==> src/hw/rtl/dhe_pkg.sv <==
package dhe_pkg;

   // widths fixed by the field definitions
   localparam int ACTION_WIDTH    = 2;
   localparam int BYTE_WIDTH      = 8;
   localparam int OUTCOME_WIDTH   = 2;
   localparam int TIMEOUT_WIDTH   = 16;
   localparam int CSR_INDEX_WIDTH = 1;
   localparam int CSR_DATA_WIDTH  = 16;
   localparam int PROGRESS_WIDTH  = 4;

   // defaults for the top level parameters
   localparam int DEF_WINDOW_BYTES    = 39;
   localparam int DEF_CLIENT_ATTEMPTS = 4;

   // command queue between front and back
   localparam int QUEUE_DEPTH = 4;

   // handshake text lengths
   localparam logic [PROGRESS_WIDTH-1:0] SHORT_LEN = 4'd6;
   localparam logic [PROGRESS_WIDTH-1:0] LONG_LEN  = 4'd12;
   localparam logic [BYTE_WIDTH-1:0]     TILDE     = 8'h7e;

   // action codes
   localparam logic [ACTION_WIDTH-1:0] ACT_START = 2'd0;
   localparam logic [ACTION_WIDTH-1:0] ACT_BYTE  = 2'd1;
   localparam logic [ACTION_WIDTH-1:0] ACT_CLOSE = 2'd2;
   localparam logic [ACTION_WIDTH-1:0] ACT_TICK  = 2'd3;

   // outcome codes
   localparam logic [OUTCOME_WIDTH-1:0] OUT_PENDING   = 2'd0;
   localparam logic [OUTCOME_WIDTH-1:0] OUT_CONNECTED = 2'd1;
   localparam logic [OUTCOME_WIDTH-1:0] OUT_FAILURE   = 2'd2;
   localparam logic [OUTCOME_WIDTH-1:0] OUT_TIMEOUT   = 2'd3;

   // register indexes
   localparam logic [CSR_INDEX_WIDTH-1:0] CSR_SERVER_ROLE = 1'b0;
   localparam logic [CSR_INDEX_WIDTH-1:0] CSR_TIMEOUT     = 1'b1;

   // what the back has to emit for one accepted item
   typedef enum logic [1:0] {
      CMD_SINGLE = 2'd0,
      CMD_SHORT  = 2'd1,
      CMD_LONG   = 2'd2
   } cmd_kind_type;

   typedef struct packed {
      cmd_kind_type               kind;
      logic [OUTCOME_WIDTH-1:0]   outcome;
   } cmd_type;

   // handshake text, client greeting followed by the server reply
   function automatic logic [BYTE_WIDTH-1:0] hs_char(input logic [PROGRESS_WIDTH-1:0] idx);
      logic [BYTE_WIDTH-1:0] c;
      case (idx)
         4'd0:    c = 8'h43; // C
         4'd1:    c = 8'h4c; // L
         4'd2:    c = 8'h49; // I
         4'd3:    c = 8'h45; // E
         4'd4:    c = 8'h4e; // N
         4'd5:    c = 8'h54; // T
         4'd6:    c = 8'h53; // S
         4'd7:    c = 8'h45; // E
         4'd8:    c = 8'h52; // R
         4'd9:    c = 8'h56; // V
         4'd10:   c = 8'h45; // E
         4'd11:   c = 8'h52; // R
         default: c = 8'h00;
      endcase
      return c;
   endfunction

endpackage

==> src/hw/rtl/dhe_front.sv <==
module dhe_front #(
   parameter int WINDOW_BYTES    = dhe_pkg::DEF_WINDOW_BYTES,
   parameter int CLIENT_ATTEMPTS = dhe_pkg::DEF_CLIENT_ATTEMPTS
) (
   input  logic                                  clock,
   input  logic                                  reset,
   input  logic                                  accept,
   input  logic [dhe_pkg::ACTION_WIDTH-1:0]      action,
   input  logic [dhe_pkg::BYTE_WIDTH-1:0]        rx_byte,
   input  logic                                  csr_write,
   input  logic [dhe_pkg::CSR_INDEX_WIDTH-1:0]   csr_index,
   input  logic [dhe_pkg::CSR_DATA_WIDTH-1:0]    csr_data,
   output dhe_pkg::cmd_type                      cmd
);
   import dhe_pkg::*;

   localparam int BR_WIDTH   = $clog2(WINDOW_BYTES + 1);
   localparam int ATT_WIDTH  = $clog2(CLIENT_ATTEMPTS + 1);
   localparam int QUOT_SHIFT = TIMEOUT_WIDTH + $clog2(CLIENT_ATTEMPTS);
   localparam int QUOT_MULT  = ((1 << QUOT_SHIFT) + CLIENT_ATTEMPTS - 1) / CLIENT_ATTEMPTS;
   localparam int PROD_WIDTH = TIMEOUT_WIDTH + QUOT_SHIFT + 1;

   typedef enum logic [1:0] {
      PHASE_IDLE = 2'b01,
      PHASE_WAIT = 2'b10
   } phase_type;

   logic                        server_ff;
   logic [TIMEOUT_WIDTH-1:0]    timeout_ff;
   logic [TIMEOUT_WIDTH-1:0]    quot_ff;
   logic [PROD_WIDTH-1:0]       prod;

   phase_type                   phase_ff, phase_in;
   logic [BR_WIDTH-1:0]         br_ff, br_in;
   logic [PROGRESS_WIDTH-1:0]   mp_ff, mp_in;
   logic                        tilde_ff, tilde_in;
   logic                        zero_ff, zero_in;
   logic [ATT_WIDTH-1:0]        att_ff, att_in;
   logic [TIMEOUT_WIDTH-1:0]    ticks_ff, ticks_in;

   logic [PROGRESS_WIDTH-1:0]   plen;
   logic [BR_WIDTH-1:0]         br_inc;
   logic [PROGRESS_WIDTH-1:0]   mp_byte;
   logic                        tilde_byte;
   logic                        zero_byte;
   logic [TIMEOUT_WIDTH-1:0]    ticks_dec;
   logic [TIMEOUT_WIDTH-1:0]    arm_ticks;

   // per-attempt time by reciprocal multiply, worked out on each timeout write
   assign prod = PROD_WIDTH'(csr_data) * PROD_WIDTH'(QUOT_MULT);

   // configuration registers
   always_ff @(posedge clock) begin
      if (reset) begin
         server_ff  <= 1'b0;
         timeout_ff <= '0;
         quot_ff    <= '0;
      end else if (csr_write) begin
         unique case (csr_index)
            CSR_SERVER_ROLE: server_ff <= csr_data[0];
            CSR_TIMEOUT: begin
               timeout_ff <= csr_data;
               quot_ff    <= prod[QUOT_SHIFT +: TIMEOUT_WIDTH];
            end
            default: ;
         endcase
      end
   end

   assign plen      = server_ff ? SHORT_LEN : LONG_LEN;
   assign arm_ticks = server_ff ? timeout_ff : quot_ff;
   assign ticks_dec = ticks_ff - 1'b1;
   assign br_inc    = (br_ff < BR_WIDTH'(WINDOW_BYTES)) ? br_ff + 1'b1 : br_ff;

   // window update for a received byte
   always_comb begin
      mp_byte    = mp_ff;
      tilde_byte = tilde_ff;
      zero_byte  = zero_ff;
      if (!zero_ff) begin
         if (rx_byte == '0) begin
            zero_byte = 1'b1;
         end else begin
            if (rx_byte == TILDE) begin
               tilde_byte = 1'b1;
            end
            if (mp_ff < plen && rx_byte == hs_char(mp_ff)) begin
               mp_byte = mp_ff + 1'b1;
            end else begin
               mp_byte = (rx_byte == hs_char('0)) ? 4'd1 : 4'd0;
            end
         end
      end
   end

   // classify the word and work out the next handshake state
   always_comb begin
      phase_in    = phase_ff;
      br_in       = br_ff;
      mp_in       = mp_ff;
      tilde_in    = tilde_ff;
      zero_in     = zero_ff;
      att_in      = att_ff;
      ticks_in    = ticks_ff;
      cmd.kind    = CMD_SINGLE;
      cmd.outcome = OUT_PENDING;
      if (action == ACT_START) begin
         att_in   = server_ff ? ATT_WIDTH'(1) : ATT_WIDTH'(CLIENT_ATTEMPTS);
         br_in    = '0;
         mp_in    = '0;
         tilde_in = 1'b0;
         zero_in  = 1'b0;
         ticks_in = arm_ticks;
         phase_in = PHASE_WAIT;
         cmd.kind = server_ff ? CMD_SINGLE : CMD_SHORT;
      end else if (phase_ff == PHASE_WAIT) begin
         unique case (action)
            ACT_BYTE: begin
               br_in    = br_inc;
               mp_in    = mp_byte;
               tilde_in = tilde_byte;
               zero_in  = zero_byte;
               if (mp_byte >= plen) begin
                  phase_in    = PHASE_IDLE;
                  cmd.kind    = server_ff ? CMD_LONG : CMD_SINGLE;
                  cmd.outcome = OUT_CONNECTED;
               end else if (tilde_byte && br_inc >= BR_WIDTH'(plen)) begin
                  phase_in    = PHASE_IDLE;
                  cmd.outcome = OUT_CONNECTED;
               end else if (br_inc >= BR_WIDTH'(WINDOW_BYTES)) begin
                  phase_in    = PHASE_IDLE;
                  cmd.outcome = OUT_FAILURE;
               end
            end
            ACT_CLOSE: begin
               phase_in    = PHASE_IDLE;
               cmd.outcome = OUT_FAILURE;
            end
            ACT_TICK: begin
               if (ticks_ff != '0) begin
                  ticks_in = ticks_dec;
                  if (ticks_dec == '0) begin
                     if (!server_ff && att_ff > ATT_WIDTH'(1)) begin
                        // retry: fresh window and greeting again
                        att_in   = att_ff - 1'b1;
                        br_in    = '0;
                        mp_in    = '0;
                        tilde_in = 1'b0;
                        zero_in  = 1'b0;
                        ticks_in = arm_ticks;
                        cmd.kind = CMD_SHORT;
                     end else begin
                        if (att_ff != '0) begin
                           att_in = att_ff - 1'b1;
                        end
                        phase_in    = PHASE_IDLE;
                        cmd.outcome = OUT_TIMEOUT;
                     end
                  end
               end
            end
            default: ;
         endcase
      end
   end

   // handshake state
   always_ff @(posedge clock) begin
      if (reset) begin
         phase_ff <= PHASE_IDLE;
         br_ff    <= '0;
         mp_ff    <= '0;
         tilde_ff <= 1'b0;
         zero_ff  <= 1'b0;
         att_ff   <= '0;
         ticks_ff <= '0;
      end else if (accept) begin
         phase_ff <= phase_in;
         br_ff    <= br_in;
         mp_ff    <= mp_in;
         tilde_ff <= tilde_in;
         zero_ff  <= zero_in;
         att_ff   <= att_in;
         ticks_ff <= ticks_in;
      end
   end

endmodule

==> src/hw/rtl/dhe_cmd_queue.sv <==
module dhe_cmd_queue (
   input  logic               clock,
   input  logic               reset,
   input  logic               push,
   input  dhe_pkg::cmd_type   push_cmd,
   input  logic               pop,
   output dhe_pkg::cmd_type   head_cmd,
   output logic               full,
   output logic               empty
);
   import dhe_pkg::*;

   localparam int PTR_WIDTH = $clog2(QUEUE_DEPTH);
   localparam int CNT_WIDTH = $clog2(QUEUE_DEPTH + 1);

   cmd_type                entry_ff [QUEUE_DEPTH];
   logic [PTR_WIDTH-1:0]   wr_ptr_ff, rd_ptr_ff;
   logic [CNT_WIDTH-1:0]   count_ff;
   logic                   do_push, do_pop;

   assign full     = (count_ff == CNT_WIDTH'(QUEUE_DEPTH));
   assign empty    = (count_ff == '0);
   assign do_push  = push && !full;
   assign do_pop   = pop && !empty;
   assign head_cmd = entry_ff[rd_ptr_ff];

   // storage, no reset needed
   always_ff @(posedge clock) begin
      if (do_push) begin
         entry_ff[wr_ptr_ff] <= push_cmd;
      end
   end

   // pointers and fill count
   always_ff @(posedge clock) begin
      if (reset) begin
         wr_ptr_ff <= '0;
         rd_ptr_ff <= '0;
         count_ff  <= '0;
      end else begin
         if (do_push) begin
            wr_ptr_ff <= (wr_ptr_ff == PTR_WIDTH'(QUEUE_DEPTH - 1)) ? '0 : wr_ptr_ff + 1'b1;
         end
         if (do_pop) begin
            rd_ptr_ff <= (rd_ptr_ff == PTR_WIDTH'(QUEUE_DEPTH - 1)) ? '0 : rd_ptr_ff + 1'b1;
         end
         if (do_push && !do_pop) begin
            count_ff <= count_ff + 1'b1;
         end else if (do_pop && !do_push) begin
            count_ff <= count_ff - 1'b1;
         end
      end
   end

endmodule

==> src/hw/rtl/dhe_back.sv <==
module dhe_back (
   input  logic                                 clock,
   input  logic                                 reset,
   input  dhe_pkg::cmd_type                     head_cmd,
   input  logic                                 head_empty,
   input  logic                                 rsp_pop,
   output logic                                 head_pop,
   output logic                                 rsp_tx_valid,
   output logic [dhe_pkg::BYTE_WIDTH-1:0]       rsp_tx_byte,
   output logic [dhe_pkg::OUTCOME_WIDTH-1:0]    rsp_outcome,
   output logic                                 rsp_last
);
   import dhe_pkg::*;

   logic [PROGRESS_WIDTH-1:0] idx_ff, idx_in;
   logic [PROGRESS_WIDTH-1:0] len;
   logic                      final_word;
   logic                      take;

   // number of words the command expands to
   always_comb begin
      case (head_cmd.kind)
         CMD_SHORT: len = SHORT_LEN;
         CMD_LONG:  len = LONG_LEN;
         default:   len = 4'd1;
      endcase
   end

   assign final_word = (idx_ff == len - 1'b1);
   assign take       = rsp_pop && !head_empty;
   assign head_pop   = take && final_word;
   assign idx_in     = final_word ? '0 : idx_ff + 1'b1;

   // result word for the current position
   always_comb begin
      rsp_tx_valid = (head_cmd.kind == CMD_SHORT) || (head_cmd.kind == CMD_LONG);
      rsp_tx_byte  = rsp_tx_valid ? hs_char(idx_ff) : '0;
      rsp_last     = final_word;
      if (!rsp_tx_valid) begin
         rsp_outcome = head_cmd.outcome;
      end else if (final_word && head_cmd.kind == CMD_LONG) begin
         rsp_outcome = OUT_CONNECTED;
      end else begin
         rsp_outcome = OUT_PENDING;
      end
   end

   // position within the command
   always_ff @(posedge clock) begin
      if (reset) begin
         idx_ff <= '0;
      end else if (take) begin
         idx_ff <= idx_in;
      end
   end

endmodule

==> src/hw/rtl/dialup_handshake_engine.sv <==
// Dial-up link handshake engine. Words pushed on req_ are start, received byte, link
// closed and one-second tick events; results come out of the rsp_ queue as transmit
// bytes and an outcome on the word flagged last. Every accepted word yields at least
// one result: a client start and every client retry yield the six greeting bytes, a
// server greeting match yields the twelve reply bytes, all other words yield a single
// result. The front classifies one word per cycle and updates the handshake state; a
// four-entry command queue decouples it from the back, which emits one result word per
// cycle while rsp_pop is high. Sustained rate is one word per cycle while each word
// yields one result; a word yielding n results holds the back for n pops, and req_full
// rises once the queue holds four commands. csr_ready is always high; a timeout write
// also stores the per-attempt client time, worked out by reciprocal multiply in the
// same cycle, and both take effect from the next cycle. No clearing pass after reset.
module dialup_handshake_engine #(
   parameter int WINDOW_BYTES    = dhe_pkg::DEF_WINDOW_BYTES,
   parameter int CLIENT_ATTEMPTS = dhe_pkg::DEF_CLIENT_ATTEMPTS
) (
   input  logic                                 clock,
   input  logic                                 reset,
   input  logic                                 req_push,
   output logic                                 req_full,
   input  logic [dhe_pkg::ACTION_WIDTH-1:0]     req_action,
   input  logic [dhe_pkg::BYTE_WIDTH-1:0]       req_rx_byte,
   output logic                                 rsp_empty,
   input  logic                                 rsp_pop,
   output logic                                 rsp_tx_valid,
   output logic [dhe_pkg::BYTE_WIDTH-1:0]       rsp_tx_byte,
   output logic [dhe_pkg::OUTCOME_WIDTH-1:0]    rsp_outcome,
   output logic                                 rsp_last,
   input  logic                                 csr_valid,
   output logic                                 csr_ready,
   input  logic [dhe_pkg::CSR_INDEX_WIDTH-1:0]  csr_index,
   input  logic [dhe_pkg::CSR_DATA_WIDTH-1:0]   csr_data
);
   import dhe_pkg::*;

   cmd_type front_cmd;
   cmd_type head_cmd;
   logic    accept;
   logic    q_full;
   logic    q_empty;
   logic    head_pop;

   assign csr_ready = 1'b1;
   assign accept    = req_push && !q_full;
   assign req_full  = q_full;
   assign rsp_empty = q_empty;

   // front: handshake state and classification
   dhe_front #(
      .WINDOW_BYTES    (WINDOW_BYTES),
      .CLIENT_ATTEMPTS (CLIENT_ATTEMPTS)
   ) u_front (
      .clock     (clock),
      .reset     (reset),
      .accept    (accept),
      .action    (req_action),
      .rx_byte   (req_rx_byte),
      .csr_write (csr_valid && csr_ready),
      .csr_index (csr_index),
      .csr_data  (csr_data),
      .cmd       (front_cmd)
   );

   // command queue between front and back
   dhe_cmd_queue u_queue (
      .clock    (clock),
      .reset    (reset),
      .push     (accept),
      .push_cmd (front_cmd),
      .pop      (head_pop),
      .head_cmd (head_cmd),
      .full     (q_full),
      .empty    (q_empty)
   );

   // back: expand commands into result words
   dhe_back u_back (
      .clock        (clock),
      .reset        (reset),
      .head_cmd     (head_cmd),
      .head_empty   (q_empty),
      .rsp_pop      (rsp_pop),
      .head_pop     (head_pop),
      .rsp_tx_valid (rsp_tx_valid),
      .rsp_tx_byte  (rsp_tx_byte),
      .rsp_outcome  (rsp_outcome),
      .rsp_last     (rsp_last)
   );

   // checks
   a_reset_empty: assert property (@(posedge clock) reset |=> rsp_empty)
      else $error("result queue not empty after reset");

   a_outcome_on_last: assert property (@(posedge clock) disable iff (reset)
      (!rsp_empty && !rsp_last) |-> (rsp_outcome == OUT_PENDING))
      else $error("outcome set on a word that is not last");

   a_single_is_last: assert property (@(posedge clock) disable iff (reset)
      (!rsp_empty && !rsp_tx_valid) |-> rsp_last)
      else $error("result without transmit byte is not last");

   a_pop_holds_queue: assert property (@(posedge clock) disable iff (reset)
      (!rsp_empty && !rsp_last && rsp_pop) |=> !rsp_empty)
      else $error("queue drained in the middle of a byte burst");

endmodule

==> config.mk <==
export PLATFORM = sky130hd
export DESIGN_NAME = dialup_handshake_engine
export DESIGN_NICKNAME = d
export VERILOG_FILES = /design/src/hw/rtl/dhe_pkg.sv /design/src/hw/rtl/dhe_front.sv /design/src/hw/rtl/dhe_cmd_queue.sv /design/src/hw/rtl/dhe_back.sv /design/src/hw/rtl/dialup_handshake_engine.sv
export SDC_FILE = /design/constraint.sdc
export NUM_CORES = 1
export LEC_CHECK = 0
export BUFFER_PORTS_ARGS = -buffer_cell sky130_fd_sc_hd__buf_2
export CORE_MARGIN = 1.5
export CORE_UTILIZATION = 50
export CTS_CLUSTER_DIAMETER = 150
export CTS_CLUSTER_SIZE = 16
export DETAILED_ROUTE_END_ITERATION = 6
export GPL_TIMING_DRIVEN = 0
export PLACE_DENSITY = 0.69
export SETUP_SLACK_MARGIN = 0.2
export SLEW_MARGIN = 20
export SYNTH_ARGS = -nofsm -noshare
export SYNTH_HDL_FRONTEND = slang
export SYNTH_SLANG_ARGS = --single-unit
==> constraint.sdc <==
create_clock -name clock -period 6.8 [get_ports clock]
set_input_delay 1.36 -clock clock [delete_from_list [all_inputs] [get_ports clock]]
set_output_delay 1.36 -clock clock [all_outputs]
set_load 0.01 [all_outputs]
==> impl_metrics.ini, run 1 <==
[run_status]
outcome = complete, no violations

[detailed_routing]
final_antenna_net_count = 0
vias = 4867
initialDrtViolationCount = 377
top_layer = met4
dr_wl_met3_um = 735
drc = 0
wl_met2_um = 5970
first_pass_iters = 6
avgViaCountPerCell = 5.78
routed_wl_um = 13000
m1WireLength_um = 5980
wl_per_cell_um = 15.4

[setup_path]
worst-path-max-fanout = 7
cp.arrival_ns = 4.34
critPathCaptureType = flip-flop
start_kind = primary input
crit_type = in -> reg
required_ns = 6.97

[layout]
area_growth_pct = 10.2
fin_cells = 842
nFillCells = 1008
drive_above_1_share = 0.128
nets = 763
final_cell_area_sq_um = 6070
antenna_cells = 0

[power]
p_leak_uw = 0.00240
power_uw = 1430
power_density_nw_per_um2 = 236
power_frac_seq = 0.445
peakVddDrop_v = 0.000142
combPwrFrac = 0.324
p_int_uw = 930
p_sw_frac = 0.351
clkPwrFrac = 0.231
netSwitchingPower_uw = 503

[timing]
max-slew-margin-rel = 0.376
tightestPinTransition_ns = 0.928
layout_setup_ws_ns = 2.62
fin_crit_sh = 0.614
setup_viol = 0
finalClockSkew_ns = 0.0159
finalSetupTns_ns = 0
timing.fmax_mhz = 240
finalMaxSlewViolations = 0
period_needed_ns = 4.18
rsz0062_at_grt = no
hold_violations = 0

[place]
pre_cts_slack_ns = 2.37
dpl_cell_area_sq_um = 5900
port_buffers = 43
hpwl_um = 9640
dp_cells = 826
gp_congestion = 0.909

[clocking]
cts-root-buf = clkbuf_8
clk_latency_ns = 0.38
cts.repair.resized = 0
cts_buffers = 9
cts_setup_buffers = 0
clockBufferDepth = 2
clkTransAtPathRegs_ns = 0.10
cts_sinks = 91
htreeDepth = 3
cts_tree = yes
cts_hold_buf = 0

[floorplanning]
coreArea_sq_um = 10800
die-area_sq_um = 11700
start_util = 0.510
die_x_um = 108
dieHeight_um = 108
rows = 38
top_level_ports = 47

[logic_synthesis]
synthesis.yosys.warnings = 0
synth_edf_count = 16
dominantRegCellSynth = dfxtp_1
synth_top_area_frac = 0.273
synthDistinctLibCells = 77
ys_seq_area_frac = 0.360
synth_top_area_cell = dfxtp_1
synth_cells = 642
ys_seq_elements = 91
syn-cell-area_sq_um = 5510
avgSynthCellArea_sq_um = 8.58
synthTopCellsByArea = dfxtp_1 (27%), edfxtp_1 (8.7%), ha_1 (7.5%), a21oi_1 (6.1%), nand2_1 (4.6%)
synthArstFlopShare = 0

[grt]
gr-total-overflow = 0
grt_pass1_wl_um = 21900
grt_pass1_vias = 4561
antenna_found_initial = 0
grt_max_degree = 16
track_usage = 0.239

[hold_path]
hold_path_class = reg -> reg

[job]
drv_cap = 0
==> routing by layer <==
layer / vias up / global-route usage
li1: 2406 / -
met1: 2264 / 0.317
met4: 0 / 0.0987
met2: 167 / 0.382
met5: - / 0
met3: 30 / 0.0464
==> metrics by stage <==
step,util,hold slack (ns)
6_report,0.562,0.472
5_1_grt,0.562,0.483
4_1_cts,0.562,0.475
3_5_place_dp,0.547,0.461
3_3_place_gp,0.547,0.445
2_1_floorplan,-,0.436
==> cell usage after synthesis, types with 8 or more instances <==
cell	n
dfxtp_1	75
nand2_1	68
a21oi_1	67
nor2_1	61
ha_1	33
inv_1	31
nor3_1	24
clkbuf_1	21
mux2i_1	20
edfxtp_1	16
nand3_1	15
o21ai_0	15
xor2_1	15
nor2b_1	14
nand2b_1	10
xnor2_1	10
a31oi_1	9
and2_1	9
a211o_1	8
==> critical path, cell delays in order <==
cell     delay [ns]
buf_2          0.12
xor2_1         0.15
nor4_1         0.80
and4_1         0.29
a21oi_1        0.06
ha_1           0.29
inv_1          0.04
o41ai_1        0.42
a31oi_1        0.20
and2_1         0.19
o21ai_0        0.12
nor2b_1        0.30
==> path summary, 6_finish.rpt <==
path,to,slack (ns),start,cells after the start
setup reg to reg,flip-flop,2.80,u_front.ticks_ff[1]$_SDFFE_PP0P_,12
hold reg to reg,u_front.timeout_ff[1]$_SDFFE_PP0P_,0.47,u_front.timeout_ff[1]$_SDFFE_PP0P_,2
setup / recovery,u_queue.entry_ff[2][0]$_DFFE_PP_,2.62,req_rx_byte[1],12
hold / removal,u_front.timeout_ff[1]$_SDFFE_PP0P_,0.47,u_front.timeout_ff[1]$_SDFFE_PP0P_,2
==> power by group through the flow <==
stage               Clock [uW]  Sequential (uW)  Combinational [uW]
floorplan                    0              638                 340
global placement             0              647                 443
detailed placement           0              649                 461
CTS                        342              637                 464
global route               368              645                 521
finish                     332              637                 464
==> final cells by class <==
| type | count | area (sq um) | area share |
|---|---|---|---|
| inverters | 31 | 116 | 0.0192 |
| plain buffers | 32 | 149 | 0.0245 |
| well taps | 140 | 175 | 0.0289 |
| clock inverters | 6 | 40.0 | 0.00660 |
| clock buffers | 10 | 129 | 0.0212 |
| multi-input cells | 489 | 3260 | 0.538 |
| repair buffers | 43 | 215 | 0.0355 |
| flip-flops and latches | 91 | 1980 | 0.327 |
==> kinds of logic (layout without fill, tap and decap cells) <==
kind of cell               count (synthesis)  in the layout  synth area share
muxes                                     28             28            0.0609
buffers and inverters                     63            122            0.0482
other                                      2              3           0.00136
and+or+nand+nor                          247            247             0.228
DFF                                       91             91             0.360
AOI/OAI and AO/OA                        152            152             0.183
xor gates and xnor gates                  25             25            0.0398
adders and majority gates                 34             34            0.0786
==> placed cells by master, fill, tap and decap left out, types with 3 or more instances in the layout <==
cell        n
a2111oi_0   4
a211o_1     8
a211oi_1    6
a21o_1      3
a21oi_1    67
a311oi_1    4
a31oi_1     9
a32oi_1     4
and2_1      9
and3_1      6
buf_1       4
buf_2      45
buf_4       3
clkbuf_1   21
clkbuf_8    9
clkinv_2    3
conb_1      3
dfxtp_1    75
edfxtp_1   16
ha_1       33
inv_1      31
mux2_1      3
mux2i_1    20
mux4_2      4
nand2_1    68
nand2b_1   10
nand3_1    15
nand4_1     3
nor2_1     61
nor2b_1    14
nor3_1     24
nor4_1      6
o21ai_0    15
o22ai_1     6
o31ai_1     3
or2_2       3
or3_1       6
xnor2_1    10
xor2_1     15
(Power assumes the default switching activity.)
==> run 2, diff against run 1 <==
--- a/config.mk
+++ b/config.mk
@@ -12,7 +12,7 @@
 export CTS_CLUSTER_SIZE = 16
 export DETAILED_ROUTE_END_ITERATION = 6
 export GPL_TIMING_DRIVEN = 0
-export PLACE_DENSITY = 0.69
+export PLACE_DENSITY = 0.71
 export SETUP_SLACK_MARGIN = 0.2
 export SLEW_MARGIN = 20
 export SYNTH_ARGS = -nofsm -noshare
==> constraint.sdc (replaced) <==
create_clock -name clock -period 3.5 [get_ports clock]
set_input_delay 0.7 -clock clock [delete_from_list [all_inputs] [get_ports clock]]
set_output_delay 0.7 -clock clock [all_outputs]
set_load 0.01 [all_outputs]
==> impl_metrics.ini, run 2 (same netlist as run 1, synthesis figures left out) <==
[timing]
finalMaxSlewViolations = 0
finalClockSkew_ns = 0.00861
setup_viol = 0
timing.fmax_mhz = 309
max-slew-margin-rel = 0.531
finalSetupTns_ns = 0
fin_crit_sh = 0.926
layout_setup_ws_ns = 0.259
period_needed_ns = 3.24
tightestPinTransition_ns = 0.703
finalHoldWorstSlack_ns = 0.463
hold_violations = 0
rsz0062_at_grt = yes

[power]
p_leak_uw = 0.00250
power_density_nw_per_um2 = 463
peakVddDrop_v = 0.000312

[grt]
grt_pass1_vias = 4769
track_usage = 0.242
gr-total-overflow = 0
antenna_found_initial = 0
grt_pass1_wl_um = 22500
grt_max_degree = 16

[detailed_routing]
vias = 4970
initialDrtViolationCount = 400
final_antenna_net_count = 0
avgViaCountPerCell = 5.81
first_pass_iters = 7
drc = 0
wl_per_cell_um = 15.5
routed_wl_um = 13300

[floorplanning]
dieHeight_um = 108
die_x_um = 108
top_level_ports = 47
start_util = 0.510
coreArea_sq_um = 10800
die-area_sq_um = 11700
rows = 38

[clocking]
cts_sinks = 91
clkTransAtPathRegs_ns = 0.08
clockBufferDepth = 2
clk_latency_ns = 0.38
cts_buffers = 9
cts_tree = yes
cts-root-buf = clkbuf_8
htreeDepth = 3

[layout]
nFillCells = 992
drive_above_1_share = 0.179
nets = 777
final_cell_mix = dfxtp_1 (70), nand2_1 (67), a21oi_1 (66)
final_cell_area_sq_um = 6350
area_growth_pct = 15.4
antenna_cells = 0
layout_commonest_cell = dfxtp_1

[run_status]
outcome = complete, no violations

[setup_path]
worst-path-max-fanout = 3
worst_path_dominant_cell_family = multiplexers
path_buf_inv = 3
slowest_delay_ns = 0.52
crit_type = reg -> out
cp_slowest_cell = mux4_2
cp.arrival_ns = 2.54
start_kind = flip-flop
worstPathCellList = mux4_2 > inv_2 > ha_4 > xnor2_1 > nor4_2 > buf_4 > nand2_1 > o21ai_0 > buf_2
required_ns = 2.80
critPathCaptureType = output pin

[place]
pre_cts_slack_ns = -0.420
hpwl_um = 9690
dpl_cell_area_sq_um = 5920
gp_congestion = 0.896
port_buffers = 43

[job]
drv_cap = 0

[hold_path]
hold_path_class = reg -> reg
run 2: cell count changes in the layout (fill, tap and decap cells not counted), moves of 2 or more:
| cell | change |
|---|---|
| dfxtp_4 | +2 |
| buf_4 | +14 |
| inv_1 | -3 |
| inv_2 | +3 |
| clkinv_2 | -2 |
| dfxtp_2 | +3 |
| dfxtp_1 | -5 |
| nor4_2 | +2 |
| ha_1 | -2 |
| ha_4 | +2 |
| nor4_1 | -3 |
| nor2b_1 | -2 |
run 2: cell type report:
class,instances,area [sq um],area share
Multi-Input combinational cell,489,3400,0.535
Sequential cell,91,1990,0.314
Timing Repair Buffer,57,320,0.0504
Tap cell,140,175,0.0276
Buffer,32,158,0.0248
Clock buffer,10,128,0.0201
Inverter,31,116,0.0183
Clock inverter,6,63.8,0.0100
run 2: routing by layer:
layer | track usage | wire, um | vias to the layer above
met4 | 0.0827 | 247 | 0
met3 | 0.0506 | 693 | 26
met1 | 0.318 | 6010 | 2348
met2 | 0.397 | 6350 | 167
met5 | 0 | 0 | -
li1 | - | - | 2429
run 2: final timing paths:
kind	depth (start not counted)	slack, ns	to	startpoint
worst min register to register	2	0.46	u_front.timeout_ff[0]$_SDFFE_PP0P_	u_front.timeout_ff[0]$_SDFFE_PP0P_
worst min-delay path	2	0.46	u_front.timeout_ff[0]$_SDFFE_PP0P_	u_front.timeout_ff[0]$_SDFFE_PP0P_
worst max register to register	13	0.29	flip-flop	u_front.ticks_ff[11]$_SDFFE_PP0P_
worst max-delay path	9	0.26	rsp_outcome[0]	flip-flop
run 2: what timing repair did:
item / in CTS / in global routing
pin swaps: 2 / 8
setup buffers: 3 / 11
endpoints found under the setup margin: 26 / 31
resized for setup: 9 / 28
hold buffers: 0 / 0
run 2: power breakdown:
group | switching (uW) | internal, uW | total (uW)
Clock | 382 | 332 | 714
Sequential | 79.0 | 1160 | 1240
Combinational | 547 | 442 | 990
run 2: worst reg2reg max path: cells and delay by family (launching register included):
kind / cells / cell delay [ns]
AND/OR/NAND/NOR: 4 / 1.10
AO/OA/AOI/OAI: 5 / 1.00
buffers and inverters: 3 / 0.47
flip-flops: 1 / 0.32
adder cells (fa/ha/maj): 1 / 0.25
run 2: through the flow:
| step | util | std cells | total power [uW] |
|---|---|---|---|
| final | 0.589 | 856 | 2940 |
| after global routing | 0.589 | 856 | 3140 |
| after CTS | 0.572 | 845 | 2900 |
| after detailed placement | 0.548 | 826 | 2170 |
| after global placement | 0.548 | 826 | 2120 |
| after floorplan | - | 643 | 1910 |
